### config.mk
export PLATFORM = sky130hd
export DESIGN_NAME = tcw_cursor
export DESIGN_NICKNAME = d
export VERILOG_FILES = /design/src/rtl/core/tcw_pkg.sv /design/src/rtl/core/tcw_cursor.sv
export SDC_FILE = /design/constraint.sdc
export NUM_CORES = 1
export LEC_CHECK = 0
export BUFFER_PORTS_ARGS = -buffer_cell sky130_fd_sc_hd__buf_2
export CORE_MARGIN = 5
export CORE_UTILIZATION = 57
export CTS_CLUSTER_DIAMETER = 60
export CTS_CLUSTER_SIZE = 28
export DETAILED_ROUTE_END_ITERATION = 10
export PLACE_DENSITY_LB_ADDON = 0.15
export SYNTH_ARGS = -nofsm -noshare
export SYNTH_HDL_FRONTEND = slang
export SYNTH_SLANG_ARGS = --single-unit
### constraint.sdc
create_clock -name clk -period 4.6 [get_ports clk]
set_input_delay 0.46 -clock clk [delete_from_list [all_inputs] [get_ports clk]]
set_output_delay 0.46 -clock clk [all_outputs]
set_load 0.005 [all_outputs]
### src/rtl/core/tcw_pkg.sv
package tcw_pkg;

  localparam int COLUMNS_DEF = 80;
  localparam int ROWS_DEF    = 25;

  localparam int CELL_W    = 16;
  localparam int CHAR_W    = 8;
  localparam int ADDR_IN_W = 11;
  localparam int COL_OUT_W = 7;
  localparam int ROW_OUT_W = 5;

  localparam logic CMD_PUT  = 1'b0;
  localparam logic CMD_READ = 1'b1;

  localparam logic [CHAR_W-1:0] NEWLINE_CHAR = 8'h0A;
  localparam logic [CHAR_W-1:0] SPACE_CHAR   = 8'h20;
  localparam logic [CELL_W-1:0] BLANK_CELL   = 16'h0720;

  // cursor update request from the sequencer
  typedef struct packed {
    logic step;
    logic newline;
  } cur_cmd_t;

endpackage

### src/rtl/core/tcw_cursor.sv
module tcw_cursor #(
  parameter int COLUMNS = tcw_pkg::COLUMNS_DEF,
  parameter int ROWS    = tcw_pkg::ROWS_DEF
) (
  input  logic                             clk,
  input  logic                             rst_n,
  input  tcw_pkg::cur_cmd_t                cmd,
  output logic [$clog2(COLUMNS)-1:0]       col,
  output logic [$clog2(ROWS)-1:0]          row,
  output logic [$clog2(COLUMNS*ROWS)-1:0]  idx,
  output logic [$clog2(COLUMNS)-1:0]       nxt_col,
  output logic [$clog2(ROWS)-1:0]          nxt_row,
  output logic                             scroll
);

  localparam int CW        = $clog2(COLUMNS);
  localparam int RW        = $clog2(ROWS);
  localparam int AW        = $clog2(COLUMNS*ROWS);
  localparam int LAST_BASE = (ROWS-1)*COLUMNS;

  logic [CW-1:0] col_r;
  logic [RW-1:0] row_r;
  logic [AW-1:0] base_r, base_nxt;
  logic [CW:0]   col_inc;
  logic [RW:0]   row_inc;
  logic          wrap;

  always_comb begin
    col_inc = {1'b0, col_r} + (CW+1)'(1);
    row_inc = {1'b0, row_r} + (RW+1)'(1);
    wrap    = cmd.newline || (col_inc == (CW+1)'(COLUMNS));
    scroll  = wrap && (row_inc == (RW+1)'(ROWS));
    nxt_col = wrap ? '0 : col_inc[CW-1:0];
    if (scroll) begin
      nxt_row  = RW'(ROWS-1);
      base_nxt = AW'(LAST_BASE);
    end else if (wrap) begin
      nxt_row  = row_inc[RW-1:0];
      base_nxt = base_r + AW'(COLUMNS);
    end else begin
      nxt_row  = row_r;
      base_nxt = base_r;
    end
  end

  // base_r tracks row*COLUMNS so the cell index is one add
  always_ff @(posedge clk) begin
    if (!rst_n) begin
      col_r  <= '0;
      row_r  <= '0;
      base_r <= '0;
    end else if (cmd.step) begin
      col_r  <= nxt_col;
      row_r  <= nxt_row;
      base_r <= base_nxt;
    end
  end

  assign col = col_r;
  assign row = row_r;
  assign idx = base_r + AW'(col_r);

endmodule

==> summary.txt <==
STA
  • Setup TNS: 0 ns
  • Slew Limit Headroom: 63.33%
  • Final setup fails: 0
  • Max Fclk: 374.9 MHz
  • Fin crit share: 57.99%
  • Unrepaired setup endpoints after global routing: no
  • Final min period: 2.668 ns
  • Fin. Hold Viols: 0
  • Final setup margin: 1.932 ns
  • Max Slew Vio Count: 0
  • Worst Tran Pin Value: 0.5500 ns
  • Skew final: 0.008172 ns

Worst setup path
  • Flop2flop setup slack: 2.62 ns
  • Setup CP Type: flop to primary output
  • WP data required: 4.14 ns
  • Startpoint types: flop
  • Critical Path AT: 2.21 ns
  • Critical R2R Launch: row[0]
  • Worst R2R Path Depth: 6
  • CP Launch Point: row[0]
  • Crit path cell chain: ha_1 > nand2_2 > a2111oi_4 > o31ai_4 > nand3_1 > o21ai_0 > buf_2
  • Critical Path Sink Type: primary output
  • Slowest cell delay on critical path: 0.51 ns
  • Slowest stage cell, crit path: dfxtp_1
  • Maximum net fanout on the critical path: 10
  • Setup crit end: nxt_row[0]
  • RR Endpoint: base_r[8]

Detailed routing
  • Final WL: 3311 µm
  • Total number of vias: 1,370
  • Remaining antenna violation count: 0
  • DRC: 0
  • Post-DR wirelength/cell: 13.74 µm
  • Drt pass-1 iters: 5
  • Vias/cell: 5.685
  • Initial DRC count: 50

Finish
  • Area Growth Syn to Fin: 9.799%
  • Ant diodes: 0
  • Nets: 223
  • Storage cell area: 380.4 µm²
  • Fillers: 251
  • Fraction of layout cells with a size suffix above 1: 26.19%
  • Multi-input logic area: 0.001039 mm²
  • Util after Layout: 63.67%
  • Design area: 0.001710 mm²

Synthesis
  • Post-synthesis xor/xnor area fraction: 8.996%
  • Synth Register Bits: 19
  • Synth Instances: 182
  • Post-synth EDFFs: 0
  • Synth Area in Compound Gates: 24.98%
  • Mapped cell area: 0.001558 mm²
  • Synth Area in Adders: 6.426%
  • Yosys cell types: 47
  • Synth warn: 0
  • Synth async-reset ratio: 0%
  • Post-Synth Simple-Gate Area: 24.58%
  • Area leader, netlist: dfxtp_1
  • Sequential-to-total area share from yosys stat: 24.42%
  • Synth top cells by count: dfxtp_1, a21oi_1, nor2_1
  • Mux share of post-synthesis cell area: 1.446%
  • Largest cells by area after synthesis: dfxtp_1, ha_1, xnor2_1
  • Main combinational cell family by area after synthesis: compound AO/OA/AOI/OAI gates
  • Post-Syn Nets: 194
  • Post-synth top area share: 24.42%
  • Count leader, synth: dfxtp_1
  • Synthesized area per cell: 8.559 µm²
  • Post-synth top flop: dfxtp_1

Run
  • # Max-Cap Violations: 0

GRT
  • First-pass GRT wire length: 5706 µm
  • Largest net degree at the start of global routing: 19
  • Initial antenna violation count: 0
  • Number of global-route vias before repair: 1,247
  • GRT overflow: 0
  • Gr usage total: 17.41%

CTS
  • TritonCTS clock tree: built
  • Clk root buf: clkbuf_4
  • Clock Tree Buf Depth: 2
  • # hold bufs at CTS: 0
  • Num Clock Sinks: 19
  • Worst-path clk slew: 0.12 ns
  • Number of buffers added for setup after CTS: 0
  • Later-pin clock latency in the skew report: 0.31 ns
  • TritonCTS buffer count: 3
  • H-tree depth: 1
  • Gates resized, CTS repair: 0

Floorplan
  • IO Pins: 40
  • Die area: 0.003878 mm²
  • Die span in y: 62.28 µm
  • Starting Density: 57.99%
  • Die Wd: 62.28 µm
  • Row cnt: 19
  • Area of the core: 0.002686 mm²

Power
  • Pwr Total: 0.3091 mW
  • LEAKAGE: 0.7438 nW
  • Max IR drop VDD: 0.0001433 V
  • Pwr Density: 180.7 mW/mm²

Placement
  • Post-DP Area: 0.001683 mm²
  • Worst slack at placement: 2.273 ns
  • Hpwl dp: 2498 µm
  • Final Wtd Congestion: 0.8710
  • PortBufs: 39

Min path
  • HP Start: rst_n
  • Hold Crit Depth: 3
  • HP Class: input port to flop

Status
  • Outcome: completed
-- sequential cells by signal, indices dropped and copies added, names as in the netlist --
name,count
base_r,7
row,5
col,7
-- final cells by class --
class                   count  share of cell area [%]
clock inverters             1                  0.2926
clock buffers               3                   1.317
well taps                  31                   2.268
flip-flops and latches     19                   22.24
inverters                   8                   1.756
multi-input cells         140                   60.72
repair buffers             39                   11.41
-- through the flow --
stage,hold slack (ns),std cells
floorplan,0.4652,182
global placement,0.4856,237
detailed placement,0.5107,237
CTS,0.5032,241
global route,0.5139,241
finish,0.5073,241
-- worst min path at each step --
stage	to	slack (ns)
2_1_floorplan	base_r[5]	0.47
3_3_place_gp	base_r[5]	0.49
3_5_place_dp	base_r[5]	0.51
4_1_cts	base_r[9]	0.50
5_1_grt	base_r[9]	0.51
6_report	base_r[9]	0.51
-- metal layers --
layer | vias to the layer above | GRT usage (%) | routed length [µm]
met5 | - | 0 | 0
met2 | 32 | 27.33 | 1550
met1 | 620 | 23.04 | 1549
met3 | 4 | 4.144 | 183
met4 | 0 | 6.366 | 28
li1 | 714 | - | -
-- where the power goes --
group | leakage, nW | internal [mW] | switching (mW)
Sequential | 0.154 | 0.168 | 0.00667
Combinational | 0.572 | 0.0185 | 0.0253
Clock | 0.0177 | 0.0325 | 0.0579
-- critical path, delay by kind of cell, from the launching register on --
kind,cells,cell delay [ns]
buffers and inverters,1,0.13
adder cells (fa/ha/maj),1,0.33
AO/OA/AOI/OAI,3,0.70
AND/OR/NAND/NOR,2,0.21
flip-flops,1,0.51
-- cells by family (layout without fill, tap and decap cells) --
logic type | Yosys count | after routing
AO/OA/AOI/OAI | 48 | 48
XOR/XNOR | 16 | 16
adder cells (fa/ha/maj) | 8 | 8
buffers and inverters | 23 | 51
flip-flops | 19 | 19
multiplexers | 1 | 1
other | 1 | 1
AND/OR/NAND/NOR | 66 | 66
-- layout by cell type (no fill, tap or decap), types with 4 or more instances in the layout --
master    instances
xnor2_1          10
nand3b_1          6
nand2_1          10
nor2_1           13
o21ai_0           9
nand3_1          12
or3_1             4
xor2_1            6
inv_1             8
buf_2            39
nand2b_1          4
dfxtp_1          19
a21oi_1          17
nand4_1           5
ha_1              8
Power figures use the tool's default switching activity.
